===== config.mk =====
export PLATFORM = sky130hd
export DESIGN_NAME = bsf_front
export DESIGN_NICKNAME = d
export VERILOG_FILES = /design/src/hdl/bsf_pkg.sv /design/src/hdl/bsf_front.sv
export SDC_FILE = /design/constraint.sdc
export NUM_CORES = 1
export LEC_CHECK = 0
export BUFFER_PORTS_ARGS = -buffer_cell sky130_fd_sc_hd__buf_2
export CORE_UTILIZATION = 29
export DETAILED_ROUTE_END_ITERATION = 7
export PLACE_DENSITY = 0.63
export SYNTH_ARGS = -nofsm -noshare
export SYNTH_HDL_FRONTEND = slang
export SYNTH_SLANG_ARGS = --single-unit
export TNS_END_PERCENT = 10

===== constraint.sdc =====
create_clock -name clk -period 6.3 [get_ports clk]
set_clock_uncertainty 0.2 [all_clocks]
set_input_delay 0.315 -clock clk [delete_from_list [all_inputs] [get_ports clk]]
set_output_delay 0.315 -clock clk [all_outputs]
set_load 0.02 [all_outputs]

===== src/hdl/bsf_pkg.sv =====
// Shared types and constants for the Bezier segment flattener.
// Used by bsf_front, bsf_queue, bsf_back and bezier_segment_flattener_top; no dependencies.
package bsf_pkg;

	localparam int CoordBits  = 16;
	localparam int PointBits  = 20;
	localparam int WeightBits = 7;
	localparam int NumCtrl    = 4;
	localparam int StepBits   = 4;
	localparam int PointHalf  = 524288;

	localparam logic KindQuad  = 1'b0;
	localparam logic KindCubic = 1'b1;

	localparam logic [StepBits-1:0] QuadLastStep  = 4'd9;
	localparam logic [StepBits-1:0] CubicLastStep = 4'd4;

	// sum/den -> floor((32*sum + den) / (2*den)); 2*den = 8*25 or 2*125
	localparam logic [6:0] QuadDiv    = 7'd25;
	localparam logic [6:0] CubicDiv   = 7'd125;
	localparam logic [6:0] QuadDen    = 7'd100;
	localparam logic [6:0] CubicDen   = 7'd125;
	localparam int         RecipShift = 34;
	localparam int         RecipBits  = 30;
	localparam logic [RecipBits-1:0] QuadRecip  = 30'd687194767;
	localparam logic [RecipBits-1:0] CubicRecip = 30'd137438953;

	typedef logic signed [CoordBits-1:0] coord_t;
	typedef logic [StepBits-1:0] step_t;
	typedef logic [WeightBits-1:0] weight_t;
	typedef weight_t [NumCtrl-1:0] weight_set_t;

	typedef struct packed {
		logic   kind;
		coord_t start_x;
		coord_t start_y;
		coord_t ctrl1_x;
		coord_t ctrl1_y;
		coord_t ctrl2_x;
		coord_t ctrl2_y;
		coord_t end_x;
		coord_t end_y;
	} segment_t;

	typedef struct packed {
		logic signed [PointBits-1:0] point_x;
		logic signed [PointBits-1:0] point_y;
		logic                        last_point;
	} point_t;

	typedef struct packed {
		logic                  cubic;
		step_t                 last_step;
		coord_t [NumCtrl-1:0]  px;
		coord_t [NumCtrl-1:0]  py;
	} seg_cmd_t;

	// Bernstein numerators, packed as {w3, w2, w1, w0}
	function automatic weight_set_t bern_weights(logic cubic, step_t i);
		weight_set_t w;
		case ({cubic, i})
			{KindQuad, 4'd1}:  w = {7'd1,  7'd0,  7'd18, 7'd81};
			{KindQuad, 4'd2}:  w = {7'd4,  7'd0,  7'd32, 7'd64};
			{KindQuad, 4'd3}:  w = {7'd9,  7'd0,  7'd42, 7'd49};
			{KindQuad, 4'd4}:  w = {7'd16, 7'd0,  7'd48, 7'd36};
			{KindQuad, 4'd5}:  w = {7'd25, 7'd0,  7'd50, 7'd25};
			{KindQuad, 4'd6}:  w = {7'd36, 7'd0,  7'd48, 7'd16};
			{KindQuad, 4'd7}:  w = {7'd49, 7'd0,  7'd42, 7'd9};
			{KindQuad, 4'd8}:  w = {7'd64, 7'd0,  7'd32, 7'd4};
			{KindQuad, 4'd9}:  w = {7'd81, 7'd0,  7'd18, 7'd1};
			{KindCubic, 4'd1}: w = {7'd1,  7'd12, 7'd48, 7'd64};
			{KindCubic, 4'd2}: w = {7'd8,  7'd36, 7'd54, 7'd27};
			{KindCubic, 4'd3}: w = {7'd27, 7'd54, 7'd36, 7'd8};
			{KindCubic, 4'd4}: w = {7'd64, 7'd48, 7'd12, 7'd1};
			default:           w = '0;
		endcase
		return w;
	endfunction

endpackage


===== src/hdl/bsf_front.sv =====
// Front end: takes segment transfers, classifies them and hands a command to the queue.
// Depends on bsf_pkg.
module bsf_front import bsf_pkg::*; (
	input  logic     clk,
	input  logic     arst_n,
	input  segment_t segment,
	input  logic     segment_valid,
	output logic     segment_stall,
	output seg_cmd_t cmd,
	output logic     cmd_valid,
	input  logic     cmd_full
);

	logic     valid_q;
	seg_cmd_t cmd_q;
	logic     accept;
	logic     push;

	assign segment_stall = valid_q && cmd_full;
	assign accept        = segment_valid && !segment_stall;
	assign push          = valid_q && !cmd_full;

	always_ff @(posedge clk or negedge arst_n) begin
		if (!arst_n) begin
			valid_q <= 1'b0;
		end else if (accept) begin
			valid_q <= 1'b1;
		end else if (push) begin
			valid_q <= 1'b0;
		end
	end

	always_ff @(posedge clk) begin
		if (accept) begin
			cmd_q.cubic     <= segment.kind;
			cmd_q.last_step <= (segment.kind == KindCubic) ? CubicLastStep : QuadLastStep;
			cmd_q.px        <= {segment.end_x, segment.ctrl2_x, segment.ctrl1_x, segment.start_x};
			cmd_q.py        <= {segment.end_y, segment.ctrl2_y, segment.ctrl1_y, segment.start_y};
		end
	end

	assign cmd       = cmd_q;
	assign cmd_valid = valid_q;

endmodule


==> impl_metrics.toml, run 1 <==
[synth]
yosys_warnings = 0
syn_inst = 139
synthDominantCellAreaShare_pct = 98.0
seq_area_frac_synth_pct = 98.6
synth_area_um2 = 3980
syn_nets = 272
syn-mean-instance-area_um2 = 28.7
ys_types = 8
synthTopCellsByArea = "edfxtp_1 98%, dfrtp_1 0.63%, buf_4 0.57%"
synth_top_area_cell = "edfxtp_1"
ys_ff_latch = 131

[place]
place_congestion = 0.735
dp.cells = 580
hpwlAfterDp_um = 6540
portBuffers = 266

[die]
rows = 42
start_util_pct = 30.0
die_h_um = 119
ios = 268
die_w_um = 119

[run_status]
haltStage = "clock tree synthesis (4_1_cts)"
outcome = "did not finish"
error = "[ERROR RSZ-0060] Max buffer count reached."

[cts]
cts_max_path_buffers = 2
cts_setup_buffers = 0
cts.repair.resized = 0
clock-sinks = 131
root_buffer = "clkbuf_16"
h-tree-depth = 4
cts_hold_buffers = 123
cts_buffers = 17
Yosys cell counts:
master / instances
conb_1: 1
edfxtp_1: 130
buf_4: 3
a21boi_2: 1
inv_1: 1
a21o_1: 1
dfrtp_1: 1
and2_1: 1
cell families after synthesis:
logic type             after synthesis  synth area share (%)
AOI/OAI and AO/OA                    2                 0.471
buffers and inverters                4                 0.659
DFF                                131                  98.6
other                                1                0.0941
and+or+nand+nor                      1                 0.157
metrics by stage:
step | setup WS (ns) | cell area [um^2]
detailed placement | 3.64 | 5540
global placement | 3.73 | 5540
floorplan | 1.58 | 3980
==> inputs of run 2 (changes only) <==
CORE_UTILIZATION = 20   (was 29)
PLACE_DENSITY = default   (was 0.63)
PLACE_DENSITY_LB_ADDON = 0.15   (was default)
==> impl_metrics.toml, run 2 <==
[worst_setup_path]
r2r-start = "cmd_valid$_DFFE_PN0P_"
crit_arrival_ns = 1.94
cp.required_ns = 6.13
crit_path_end_kind = "flip-flop"
startpoint = "segment_valid"
worst-path-max-fanout = 78
critPathLaunchType = "input pin"
path_class = "in2reg"

[pwr]
powerDensity_nw_per_um2 = 290
power.total_uw = 2180
ir_drop_mv = 0.168
cellLeakagePower_uw = 0.00314

[die]
rows = 51
coreArea_um2 = 19500
die_area_um2 = 20500
start_util_pct = 20.5
die_w_um = 143
ios = 268
die_h_um = 143

[synth]
seq_area_frac_synth_pct = 98.6
yosysMostFrequentCell = "edfxtp_1"
async_flop_share_pct = 0.763
yosys_warnings = 0
synthFlopType = "edfxtp_1"
synthTopCellsByArea = "edfxtp_1 98%, dfrtp_1 0.63%, buf_4 0.57%"
synth-edff-count = 130
syn_inst = 139
synth_area_um2 = 3980
ys_types = 8
syn_nets = 272
synth_top_area_cell = "edfxtp_1"
synth_common_cells = "130 x edfxtp_1, 3 x buf_4"
syn-mean-instance-area_um2 = 28.7
synthDominantCellAreaShare_pct = 98.0
ys_ff_latch = 131

[global_routing]
grt_max_degree = 79
grtUsageTotal_pct = 10.2
grt_pass1_wl_um = 15400
antenna_found_initial = 0
grt_pass1_vias = 3169
grt_overflow = 0

[cts]
cts_buffers = 17
cts_tree = "yes"
path_clk_slew_ns = 0.06
h-tree-depth = 4
root_buffer = "clkbuf_16"
cts.repair.resized = 0
cts_max_path_buffers = 2
clock-sinks = 131
clock_latency_ns = 0.41

[detailed_routing]
ant_nets = 0
drc_errors = 0
wl_per_cell_um = 12.7
initialDrtViolationCount = 69
wl_um = 10600
vias = 2982
dr.pass1.iters = 4
viasPerCell = 3.58

[final_layout]
fin_util_pct = 38.7
final_common_cell = "buf_2"
fin_nets = 689
largest_reg_flops = 130
final_cell_mix = "266 x buf_2, 133 x dlygate4sd3_1, 130 x edfxtp_1, 17 x clkbuf_16, 5 x clkinv_2"
num-fill-cells = 1816
layout.cells.non_filler = 834
drive_gt1_share_pct = 52.5
area_growth_pct = 88.8
num_antenna_cells = 0

[sta]
period_minus_slack_ns = 2.12
max_freq_mhz = 473
tightest_slew_ns = 1.01
finalCritPeriodShare_pct = 33.6
slew_headroom_pct = 32.9
setup_viol = 0
tns_ns = 0
layout_setup_ws_ns = 4.18
rsz0062_at_grt = "false"
hold_viol_final = 0
slew_violations = 0

[place]
hpwlAfterDp_um = 6790
portBuffers = 266
pre_cts_slack_ns = 4.29
dp.cells = 669
place_congestion = 0.693

[run_status]
outcome = "finished, final reports clean"

[hold_path]
hp-class = "in2reg"
min_from = "segment[7]"

[job]
maxCapViolCount = 0
[run 2: cell counts after synthesis]
Identical to the previous run, type by type.
[run 2: through the flow]
stage / hold WS, ns / cell area (um^2)
after CTS: 0.380 / 7520
after floorplan: -0.181 / 3980
final: 0.410 / 7520
after global routing: 0.391 / 7520
after global placement: -0.101 / 5650
after detailed placement: -0.101 / 5650
[run 2: path summary, 6_finish.rpt]
| path | to | slack [ns] | cells after the start |
|---|---|---|---|
| worst max-delay path | cmd[64]$_DFFE_PP_ | 4.18 | 4 |
| worst min-delay path | cmd[55]$_DFFE_PP_ | 0.41 | 2 |
| worst max register to register | cmd[64]$_DFFE_PP_ | 4.28 | 2 |
| min in group asynchronous | cmd_valid$_DFFE_PN0P_ | 0.53 | 3 |
| worst min register to register | cmd[34]$_DFFE_PP_ | 0.88 | 2 |
| max in group asynchronous | cmd_valid$_DFFE_PN0P_ | 5.26 | 3 |
[run 2: report_power, final]
group	switching (uW)	leakage, uW	internal, uW	total (uW)
sequential	11.1	0.00125	1020	1030
combinational	123	0.00164	114	237
clock	375	0.000259	539	914
[run 2: critical path, cell delays in order]
cell	delay, ns
dlygate4sd3_1	0.52
buf_2	0.11
a21boi_4	0.16
buf_4	0.75
[run 2: cell families (layout without fill, tap and decap cells)]
group,Yosys count,count (layout),synth area share [%]
AOI/OAI and AO/OA,2,2,0.471
DFF,131,131,98.6
and+or+nand+nor,1,1,0.157
other,1,1,0.0941
buffers and inverters,4,434,0.659
[run 2: area by class of cell]
type	count	area (um^2)	share of cell area [%]
Clock inverter	14	115	1.53
Tap cell	265	332	4.41
Clock buffer	18	429	5.71
Inverter	1	3.75	0.0499
Timing Repair Buffer	401	2680	35.6
Multi-Input combinational cell	4	36.3	0.482
Sequential cell	131	3930	52.2
[run 2: routing by layer]
metal  vias to the layer above  part of all wire (%)  track usage [%]
met4                         0                   1.4             4.81
met3                        10                    10             5.33
li1                       1394                     -                -
met5                         -                     0                0
met1                      1409                    37             10.1
met2                       169                    51             17.6
[run 2: timing repair]
item,in CTS,in global routing
hold endpoints to repair,132,0
hold buffers,133,0
setup buffers,0,0
Note: power is estimated with default switching activity, not from simulation.
