## config.mk

```make
export PLATFORM = sky130hd
export DESIGN_NAME = bsf_queue
export DESIGN_NICKNAME = d
export VERILOG_FILES = /design/src/hdl/bsf_pkg.sv /design/src/hdl/bsf_queue.sv
export SDC_FILE = /design/constraint.sdc
export NUM_CORES = 1
export LEC_CHECK = 0
export BUFFER_PORTS_ARGS = -buffer_cell sky130_fd_sc_hd__buf_2
export CAP_MARGIN = 20
export CORE_MARGIN = 10
export CORE_UTILIZATION = 47
export DETAILED_ROUTE_END_ITERATION = 8
export PLACE_DENSITY = 0.81
export SYNTH_ARGS = -nofsm -noshare
export SYNTH_HDL_FRONTEND = slang
export SYNTH_SLANG_ARGS = --single-unit
```

## constraint.sdc

```tcl
create_clock -name clk -period 8.4 [get_ports clk]
set_clock_uncertainty 0.15 [all_clocks]
set_input_delay 1.68 -clock clk [delete_from_list [all_inputs] [get_ports clk]]
set_output_delay 1.68 -clock clk [all_outputs]
set_load 0.1 [all_outputs]
```

## src/hdl/bsf_pkg.sv

```systemverilog
// Shared types and constants for the Bezier segment flattener.
// Used by bsf_front, bsf_queue, bsf_back and bezier_segment_flattener_top; no dependencies.
package bsf_pkg;

	localparam int CoordBits  = 16;
	localparam int PointBits  = 20;
	localparam int WeightBits = 7;
	localparam int NumCtrl    = 4;
	localparam int StepBits   = 4;
	localparam int PointHalf  = 524288;

	localparam logic KindQuad  = 1'b0;
	localparam logic KindCubic = 1'b1;

	localparam logic [StepBits-1:0] QuadLastStep  = 4'd9;
	localparam logic [StepBits-1:0] CubicLastStep = 4'd4;

	// sum/den -> floor((32*sum + den) / (2*den)); 2*den = 8*25 or 2*125
	localparam logic [6:0] QuadDiv    = 7'd25;
	localparam logic [6:0] CubicDiv   = 7'd125;
	localparam logic [6:0] QuadDen    = 7'd100;
	localparam logic [6:0] CubicDen   = 7'd125;
	localparam int         RecipShift = 34;
	localparam int         RecipBits  = 30;
	localparam logic [RecipBits-1:0] QuadRecip  = 30'd687194767;
	localparam logic [RecipBits-1:0] CubicRecip = 30'd137438953;

	typedef logic signed [CoordBits-1:0] coord_t;
	typedef logic [StepBits-1:0] step_t;
	typedef logic [WeightBits-1:0] weight_t;
	typedef weight_t [NumCtrl-1:0] weight_set_t;

	typedef struct packed {
		logic   kind;
		coord_t start_x;
		coord_t start_y;
		coord_t ctrl1_x;
		coord_t ctrl1_y;
		coord_t ctrl2_x;
		coord_t ctrl2_y;
		coord_t end_x;
		coord_t end_y;
	} segment_t;

	typedef struct packed {
		logic signed [PointBits-1:0] point_x;
		logic signed [PointBits-1:0] point_y;
		logic                        last_point;
	} point_t;

	typedef struct packed {
		logic                  cubic;
		step_t                 last_step;
		coord_t [NumCtrl-1:0]  px;
		coord_t [NumCtrl-1:0]  py;
	} seg_cmd_t;

	// Bernstein numerators, packed as {w3, w2, w1, w0}
	function automatic weight_set_t bern_weights(logic cubic, step_t i);
		weight_set_t w;
		case ({cubic, i})
			{KindQuad, 4'd1}:  w = {7'd1,  7'd0,  7'd18, 7'd81};
			{KindQuad, 4'd2}:  w = {7'd4,  7'd0,  7'd32, 7'd64};
			{KindQuad, 4'd3}:  w = {7'd9,  7'd0,  7'd42, 7'd49};
			{KindQuad, 4'd4}:  w = {7'd16, 7'd0,  7'd48, 7'd36};
			{KindQuad, 4'd5}:  w = {7'd25, 7'd0,  7'd50, 7'd25};
			{KindQuad, 4'd6}:  w = {7'd36, 7'd0,  7'd48, 7'd16};
			{KindQuad, 4'd7}:  w = {7'd49, 7'd0,  7'd42, 7'd9};
			{KindQuad, 4'd8}:  w = {7'd64, 7'd0,  7'd32, 7'd4};
			{KindQuad, 4'd9}:  w = {7'd81, 7'd0,  7'd18, 7'd1};
			{KindCubic, 4'd1}: w = {7'd1,  7'd12, 7'd48, 7'd64};
			{KindCubic, 4'd2}: w = {7'd8,  7'd36, 7'd54, 7'd27};
			{KindCubic, 4'd3}: w = {7'd27, 7'd54, 7'd36, 7'd8};
			{KindCubic, 4'd4}: w = {7'd64, 7'd48, 7'd12, 7'd1};
			default:           w = '0;
		endcase
		return w;
	endfunction

endpackage

```

## src/hdl/bsf_queue.sv

```systemverilog
// Short command queue between front and back end; holds segment coordinates.
// Depends on bsf_pkg.
module bsf_queue import bsf_pkg::*; #(
	parameter int Depth = 2
) (
	input  logic     clk,
	input  logic     arst_n,
	input  seg_cmd_t push_cmd,
	input  logic     push,
	output logic     full,
	output seg_cmd_t head,
	output logic     head_valid,
	input  logic     pop
);

	localparam int PtrBits   = (Depth > 1) ? $clog2(Depth) : 1;
	localparam int CountBits = $clog2(Depth + 1);

	seg_cmd_t               mem_q [Depth];
	logic [PtrBits-1:0]     wr_ptr_q;
	logic [PtrBits-1:0]     rd_ptr_q;
	logic [CountBits-1:0]   count_q;

	function automatic logic [PtrBits-1:0] ptr_next(logic [PtrBits-1:0] p);
		return (p == PtrBits'(Depth - 1)) ? '0 : p + PtrBits'(1);
	endfunction

	assign full       = (count_q == CountBits'(Depth));
	assign head_valid = (count_q != '0);
	assign head       = mem_q[rd_ptr_q];

	always_ff @(posedge clk or negedge arst_n) begin
		if (!arst_n) begin
			wr_ptr_q <= '0;
			rd_ptr_q <= '0;
			count_q  <= '0;
		end else begin
			if (push) begin
				wr_ptr_q <= ptr_next(wr_ptr_q);
			end
			if (pop) begin
				rd_ptr_q <= ptr_next(rd_ptr_q);
			end
			if (push && !pop) begin
				count_q <= count_q + CountBits'(1);
			end else if (pop && !push) begin
				count_q <= count_q - CountBits'(1);
			end
		end
	end

	always_ff @(posedge clk) begin
		if (push) begin
			mem_q[wr_ptr_q] <= push_cmd;
		end
	end

	a_no_overflow: assert property (@(posedge clk) disable iff (!arst_n) !(push && full))
		else $error("push into full queue");
	a_no_underflow: assert property (@(posedge clk) disable iff (!arst_n) !(pop && !head_valid))
		else $error("pop from empty queue");

endmodule

```

After elaboration in Yosys (flattened, before gate mapping)
Memories as Yosys holds them, arrays and structs flattened.
Cells that the tools add are included.
- input bits: 137
- flip-flop bits (word level): 4
- RAM bits: 266
- memories: 1
- output and inout bits: 135
- multiplexer cells: 6
- $add $sub $neg: 4
- reduce and logical (&&, ||, !) cells: 6
- equal/unequal tests: 1
- memories (name ; depth ; bits a word ; rd ports ; clocked after memory_dff ; wr ports ; RTL line ; RTL):
    mem_q ; 2 ; 133 ; 1 ; 0 ; 1 ; bsf_queue.sv:19 ; seg_cmd_t mem_q [Depth];
- operator list (operator ; count):
    2-to-1 mux 1 bit ; 4
    2-to-1 mux 2 bit ; 2
    nonzero test 2 bit ; 2
    adder 1 bit, second input constant ; 2
    adder 2 x 1 -> 2 bit, second input constant ; 1
    equality test 2 bit, second input constant ; 1
    logical AND 1 bit ; 2
    logical NOT 1 bit ; 2
    subtractor 2 x 1 -> 2 bit, second input constant ; 1

Longest topological paths before layout
Gate-level depths: netlist of run 1.
- depth after elaboration: 4
- gate-level depth with buffers: 5

Least setup slack after synthesis of run 1
OpenSTA, ideal clock, no wires.
- kind: input to register
- start: input push
- end: memory mem_q[0][0] in the netlist's numbering (enable)
- arrival time: 7.442 ns
- stages: 1
- path buffers: 0
- path slack: 0.165 ns
- library setup time: 0.643 ns
- cell sequence: nor2b_1
- longest elaborated chain between the ends: 2
- ends and longest elaborated chain (what ; RTL line ; RTL):
    start: declaration ; bsf_queue.sv:9 ; input logic push,
    2-to-1 mux 1 bit ; bsf_queue.sv:53 ; if (push) begin
    2-to-1 mux 1 bit (not written as such) ; bsf_queue.sv:54 ; mem_q[wr_ptr_q] <= push_cmd;
    end: declaration ; bsf_queue.sv:19 ;
Every way passes these cells.

==> results of run 1 <==
## layout make-up
class	count	share of cell area, %
flip-flops and latches	270	64.6
multi-input cells	144	14.5
repair buffers	276	11.1
clock buffers	37	6.04
well taps	275	2.75
clock inverters	14	0.810
diodes	4	0.0800
inverters	1	0.0300
## per-layer routing
metal  vias up  GRT usage, %  share of wire, %
li1       2295             -                 -
met3        50          5.51               9.4
met1      2439          15.7                37
met2       206          24.9                51
met4         6          4.20               2.6
met5         -             0              0.19
## sequential cells by signal, indices dropped and copies added (netlist names)
register and count:
count_q 2, mem_q 266, rd_ptr_q 1, wr_ptr_q 1
## worst max-delay path, delay by kind of cell (launching register included)
family                 cells  cell delay [ns]
multiplexers               1             0.30
flip-flops                 1             0.95
buffers and inverters      2             1.27
## cell families (layout without fill, tap and decap cells)
family / Yosys count / in the layout / synth area share, %
multiplexers: 133 / 133 / 17.2
buffers and inverters: 16 / 328 / 1.29
other: 0 / 4 / 0
XOR/XNOR: 5 / 5 / 0.437
flip-flops: 270 / 270 / 80.7
AND/OR/NAND/NOR: 5 / 5 / 0.287
adder cells (fa/ha/maj): 1 / 1 / 0.125
## placed cells by master (no fill, tap or decap)
cell,n
inv_1,1
buf_4,5
clkbuf_1,8
buf_2,271
clkbuf_16,29
clkinv_8,1
nor2b_4,1
mux2_4,60
clkinv_2,8
dfrtp_1,3
mux2_2,73
or2_2,1
diode_2,4
bufinv_16,1
and2_4,1
ha_1,1
nor2_1,1
edfxtp_1,266
dfrtp_4,1
clkinv_1,4
nor2b_1,1
xnor2_1,1
xor2_1,4
## worst max-delay path by stage
stage,startpoint,end,slack [ns],depth (start not counted)
after global placement,rd_ptr_q,head[122],3.96,3
after CTS,rd_ptr_q,head[116],3.39,3
after floorplan,push,mem_q[0][0],0.17,1
final,rd_ptr_q,head[89],3.44,3
after detailed placement,rd_ptr_q,head[116],3.96,3
after global routing,rd_ptr_q,head[116],3.24,3
## metrics by stage
stage	utilization, %	cells	cell area (µm²)	setup WS, ns	hold WS, ns
finish	59.6	1021	12500	3.44	0.360
detailed placement	55.4	966	11700	3.96	0.346
global placement	55.4	966	11700	3.96	0.320
global route	59.5	1019	12500	3.24	0.377
CTS	59.5	1017	12500	3.39	0.359
floorplan	-	430	10000	0.165	0.297
==> results_dict.tcl, run 1 <==
set metrics [dict create \
    max_freq_mhz 202 \
    synthToLayoutAreaGrowth_pct 24.9 \
    setup_viol 0 \
    wl_um 20600 \
    antenna_found_initial 7 \
    final_nets 859 \
    synthTopCellsByCount "266 x edfxtp_1, 73 x mux2_2, 60 x mux2_4" \
    die_w_um 166 \
    r2r_end "mem_q[1][105]" \
    cts_made_buffers 28 \
    post_cts_resize_count 0 \
    vias 4996 \
    htreeDepth 1 \
    worst_skew_pair.late_latency_ns 0.52 \
    multiInputGateArea_um2 1820 \
    synth_ff_type "edfxtp_1" \
    worstPathArrival_ns 3.13 \
    cts_sinks 270 \
    hold_path_depth 1 \
    hold_end "count_q[1]" \
    grtUsageTotal_pct 14.2 \
    die-area_um2 27600 \
    cpPeakStageDelay_ns 0.95 \
    overflow 0 \
    num_rows 53 \
    ctsHoldBuffers 0 \
    yosys_warnings 0 \
    clock_path_buffers 3 \
    finalHoldViolations 0 \
    r2r_cells 2 \
    async_flop_share_pct 1.48 \
    reg2reg_setup_slack_ns 5.69 \
    drt_iter0_markers 241 \
    register_area_um2 8090 \
    fin_crit_sh_pct 59.0 \
    tightest_slew_ns 1.04 \
    grt_max_degree 75 \
    cp_cell_sequence "buf_4 > mux2_4 > buf_2" \
    reg2reg_from "wr_ptr_q" \
    drc 0 \
    status "finished clean" \
    start_util_pct 47.7 \
    drtPass1Iterations 4 \
    pin_count 272 \
    hold_class "reg2reg" \
    yosysMostFrequentCell "edfxtp_1" \
    cts_tree "yes" \
    wl_per_cell_um 20.2 \
    worstSetupStartpointType "register" \
    synth_edf_count 266 \
    hpwl_um 13900 \
    crit_fanout 59 \
    drtAntennaViolNets 0 \
    path_class "reg2out" \
    rsz0062_at_grt "false" \
    critPathRequiredTime_ns 6.57 \
    post_cts_buffers 0 \
    synth_area_um2 10000 \
    avgSynthCellArea_um2 23.3 \
    cts-root-buf "clkbuf_16" \
    period_minus_slack_ns 4.96 \
    place_congestion 0.737 \
    synth_top_cell_by_area "edfxtp_1" \
    core_um2 21000 \
    ys_ff_latch 270 \
    setup_tns_ns 0 \
    cp-end-kind "output port" \
    yosysSeqAreaShare_pct 80.7 \
    yosys-top-cells-area "edfxtp_1 80%, mux2_4 9.0%, mux2_2 8.2%" \
    die_y_um 166 \
    clk_pin_slew_worst_paths_ns 0.06 \
    slew_headroom_pct 30.4 \
    syn-num-nets 568 \
    synthCells 430 \
    yosysUniqueCellTypes 14 \
    hp-start "count_q[1]" \
    grt_pass1_wl_um 31700 \
    io_buffer_count 271 \
    drv_cap 0 \
    drv_slew 0 \
    yosysTopAreaCellShare_pct 79.7 \
    grt_pass1_vias 5536 \
    via_per_inst 4.89 \
    critical_path.slowest_cell "dfrtp_4" \
    drive_gt1_share_pct 60.9 \
    fillers 1520 \
]
Power of run 1 is not shown: default switching activity piles up to over one toggle a cycle in this logic, so the estimate is an artifact.
==> run 2: changes to the inputs <==
- PLACE_DENSITY: 0.81 -> 0.84
- clock period: 8.4 -> 4.5 ns (I/O delays scaled with it)
==> run 2 against run 1 <==
Effect of this change: critical path depth stayed put; global-route usage is 0.14 points higher; first-iteration DRC count is 48% higher; routed wire length is 0.37% lower; flip-flop and latch count stayed put; cell area is 0.20% higher; hold slack worse by 0.33 ns; register-to-register slack worse by 3.2 ns; sequential share of layout area is 0.13 points lower; critical path type unchanged.
==> results_dict.tcl, run 2 (synthesis gave the netlist of run 1 again) <==
set metrics [dict create \
    overflow 0 \
    finalHoldViolations 0 \
    rsz0062_at_grt "false" \
    drive_gt1_share_pct 60.6 \
    hold_class "in2async" \
    clk_pin_slew_worst_paths_ns 0.06 \
    drc 0 \
    grt_pass1_wl_um 32000 \
    path_class "reg2out" \
    wl_per_cell_um 20.2 \
    die_w_um 166 \
    start_util_pct 47.7 \
    drtAntennaViolNets 0 \
    vias 5003 \
    drt_iter0_markers 357 \
    setup_tns_ns 0 \
    largest_reg_flops 266 \
    setup_viol 0 \
    wl_um 20500 \
    via_per_inst 4.92 \
    fillers 1522 \
    pin_count 272 \
    most-common-layout-cells "271 x buf_2, 266 x edfxtp_1, 73 x mux2_2" \
    final_nets 858 \
    final_common_cell "buf_2" \
    io_buffer_count 271 \
    worst_skew_pair.late_latency_ns 0.51 \
    ctsHoldBuffers 0 \
    synthToLayoutAreaGrowth_pct 25.1 \
    grt_pass1_vias 5483 \
    reg_top3 "mem_q (266), count_q (2)" \
    fin_crit_sh_pct 72.4 \
    post_cts_resize_count 0 \
    die-area_um2 27600 \
    status "finished clean" \
    critPathRequiredTime_ns 3.45 \
    cp-end-kind "output port" \
    htreeDepth 1 \
    clock_path_buffers 3 \
    die_y_um 166 \
    antenna_found_initial 6 \
    finalInstanceArea_um2 12500 \
    core_um2 21000 \
    regMostFlops "mem_q" \
    cts_tree "yes" \
    drv_cap 0 \
    post_cts_buffers 0 \
    cts-root-buf "clkbuf_16" \
    hpwl_um 14400 \
    cts_made_buffers 27 \
    drtPass1Iterations 4 \
    worstSetupStartpointType "register" \
    drv_slew 0 \
    num_rows 53 \
    tightest_slew_ns 0.835 \
    grtUsageTotal_pct 14.4 \
    crit_fanout 67 \
    cp_cell_sequence "buf_12 > mux2_2 > buf_2" \
    worstPathArrival_ns 2.21 \
    max_freq_mhz 307 \
    slew_headroom_pct 44.3 \
    critPathTopFamily "buffers and inverters" \
    cpPeakStageDelay_ns 0.51 \
    cts_sinks 270 \
    critical_path.slowest_cell "dfrtp_4" \
    place_congestion 0.741 \
    place_area_um2 11700 \
    grt_max_degree 134 \
    period_minus_slack_ns 3.26 \
    critPathBufInv 2 \
]
[run 2: cell types whose count changed in the layout (fill, tap and decap cells not counted), sizes merged]
cell    previous run  this run
clkinv            13         9
diode              4         3
bufinv             1         3
clkbuf            37        35
[run 2: worst paths after layout]
check | from | endpoint | slack, ns | cells after the start
worst max-delay path | rd_ptr_q | head[118] | 1.24 | 3
worst min-delay path | arst_n | rd_ptr_q | 0.04 | 1
worst max register to register | wr_ptr_q | mem_q[1][89] | 2.45 | 2
worst min register to register | count_q[1] | count_q[1] | 0.35 | 1
max in group asynchronous | arst_n | rd_ptr_q | 4.02 | 1
min in group clk | count_q[1] | count_q[1] | 0.35 | 1
[run 2: metal layers]
layer / track usage, % / wire length, µm / up-vias / part of all wire, %
li1: - / - / 2293 / -
met2: 24.2 / 10200 / 231 / 50
met5: 0 / 28 / - / 0.14
met1: 16.8 / 7830 / 2435 / 38
met4: 4.28 / 495 / 4 / 2.4
met3: 5.40 / 1920 / 40 / 9.3
[run 2: metrics by stage]
stage	hold WS, ns	setup slack [ns]	util (%)	instances
5_1_grt	0.0151	1.17	59.7	1015
3_3_place_gp	0.327	1.81	55.7	966
3_5_place_dp	0.326	1.80	55.7	966
4_1_cts	0.0133	1.23	59.6	1013
6_report	0.0352	1.24	59.7	1016
2_1_floorplan	0.297	1.02	-	430
[run 2: cell type report]
class,instances,area [µm²],area share [%]
inverters,1,3.75,0.0299
flip-flops and latches,270,8090,64.5
clock inverters,12,129,1.03
diodes,3,7.51,0.0599
well taps,275,344,2.74
clock buffers,35,706,5.63
repair buffers,276,1440,11.5
multi-input cells,144,1820,14.5
Power of run 2 is left out for the same reason.
==> run 3: changes to the inputs <==
- PLACE_DENSITY: 0.84 -> 0.81
- clock period: 4.5 -> 3.2 ns (I/O delays scaled with it)
==> run 3 against run 2 <==
Effect of this change: routed wire length down 1.3%; critical path depth unchanged; first-iteration DRC count down 35%; setup slack worse by 0.97 ns; critical endpoint is now head[45]; non-clock buffer count up 2; register-to-register slack worse by 1.0 ns; via count down 1.3%; core utilization down 0.30 points; die area unchanged; critical path type unchanged; hold slack better by 0.13 ns.
==> results_dict.tcl, run 3 (synthesis gave the netlist of run 1 again) <==
set metrics [dict create \
    drive_gt1_share_pct 60.2 \
    place_congestion 0.748 \
    most-common-layout-cells "271 x buf_2, 266 x edfxtp_1, 73 x mux2_2" \
    max_freq_mhz 341 \
    grtUsageTotal_pct 14.2 \
    period_minus_slack_ns 2.93 \
    grt_pass1_wl_um 31400 \
    num_rows 53 \
    start_util_pct 47.7 \
    drv_slew 0 \
    slew_headroom_pct 47.2 \
    die_y_um 166 \
    hold_class "in2reg" \
    reg_top3 "mem_q (266), count_q (2)" \
    drv_cap 0 \
    fin_hold_ws_ns 0.162 \
    rsz0062_at_grt "false" \
    final_nets 859 \
    hpwl_um 14100 \
    regMostFlops "mem_q" \
    drc 0 \
    synthToLayoutAreaGrowth_pct 24.5 \
    crit_fanout 75 \
    drtPass1Iterations 4 \
    htreeDepth 1 \
    io_buffer_count 271 \
    cts_sinks 270 \
    largest_reg_flops 266 \
    die-area_um2 27600 \
    clock_path_buffers 3 \
    pin_count 272 \
    core_um2 21000 \
    cts_tree "yes" \
    tightest_slew_ns 0.793 \
    grt_pass1_vias 5459 \
    status "finished clean" \
    worstPathArrival_ns 2.14 \
    drt_iter0_markers 233 \
    cts_made_buffers 26 \
    cp-end-kind "output port" \
    setup_viol 0 \
    wl_per_cell_um 20.0 \
    critPathRequiredTime_ns 2.41 \
    via_per_inst 4.87 \
    overflow 0 \
    vias 4936 \
    cts-root-buf "clkbuf_16" \
    drtAntennaViolNets 0 \
    fin_crit_sh_pct 91.6 \
    post_cts_resize_count 0 \
    finalHoldViolations 0 \
    worst_skew_pair.late_latency_ns 0.51 \
    die_w_um 166 \
    antenna_found_initial 5 \
    path_class "reg2out" \
    grt_max_degree 76 \
    final_common_cell "buf_2" \
    wl_um 20300 \
    worstSetupStartpointType "register" \
    clk_pin_slew_worst_paths_ns 0.06 \
]
[run 3: cell count changes in the layout (fill, tap and decap cells not counted)]
cell           delta
clkinv_1          +1
bufinv_16         -3
buf_12            +1
clkinv_2          -1
dlygate4sd3_1     +1
diode_2           -1
[run 3: final cells by class]
type,instances,area (µm²)
fillers,1563,8540
flip-flops and latches,270,8090
multi-input cells,144,1820
repair buffers,278,1470
clock buffers,35,706
well taps,275,344
clock inverters,9,37.5
diodes,2,5.00
inverters,1,3.75
[run 3: per-stage QoR]
step | setup TNS [ns] | setup slack (ns) | instance area [µm²] | utilization, % | instances
2_1_floorplan | -2.79 | -0.0209 | 10000 | - | 430
3_5_place_dp | 0 | 0.833 | 11700 | 55.8 | 967
4_1_cts | 0 | 0.260 | 12500 | 59.3 | 1012
5_1_grt | 0 | 0.191 | 12500 | 59.4 | 1013
3_3_place_gp | 0 | 0.826 | 11700 | 55.8 | 967
6_report | 0 | 0.270 | 12500 | 59.4 | 1014
[run 3: worst max-delay path: stages, from the launching register on]
cell,delay (ns)
dfrtp_4,0.44
buf_12,0.35
mux2_4,0.27
buf_2,0.42
[run 3: final timing paths]
check / from / to / slack [ns] / cells past startpoint
max: rd_ptr_q / head[45] / 0.27 / 3
min: push_cmd[19] / mem_q[1][19] / 0.16 / 1
max reg2reg: wr_ptr_q / mem_q[1][74] / 1.41 / 2
min reg2reg: count_q[1] / count_q[1] / 0.36 / 1
max in group asynchronous: arst_n / rd_ptr_q / 2.45 / 2
min in group asynchronous: arst_n / rd_ptr_q / 0.31 / 2
[run 3: per-layer routing]
metal	wire (µm)	global-route usage [%]	part of all wire, %
met1	7780	16.1	38
met4	589	4.24	2.9
met2	10200	24.4	50
met3	1640	5.25	8.1
met5	40	0	0.20
[run 3: what timing repair did]
action                    in CTS  in global routing
setup buffers                  0                  0
hold buffers                   1                  0
hold endpoints to repair       4                  0
Power of run 3 is left out for the same reason.
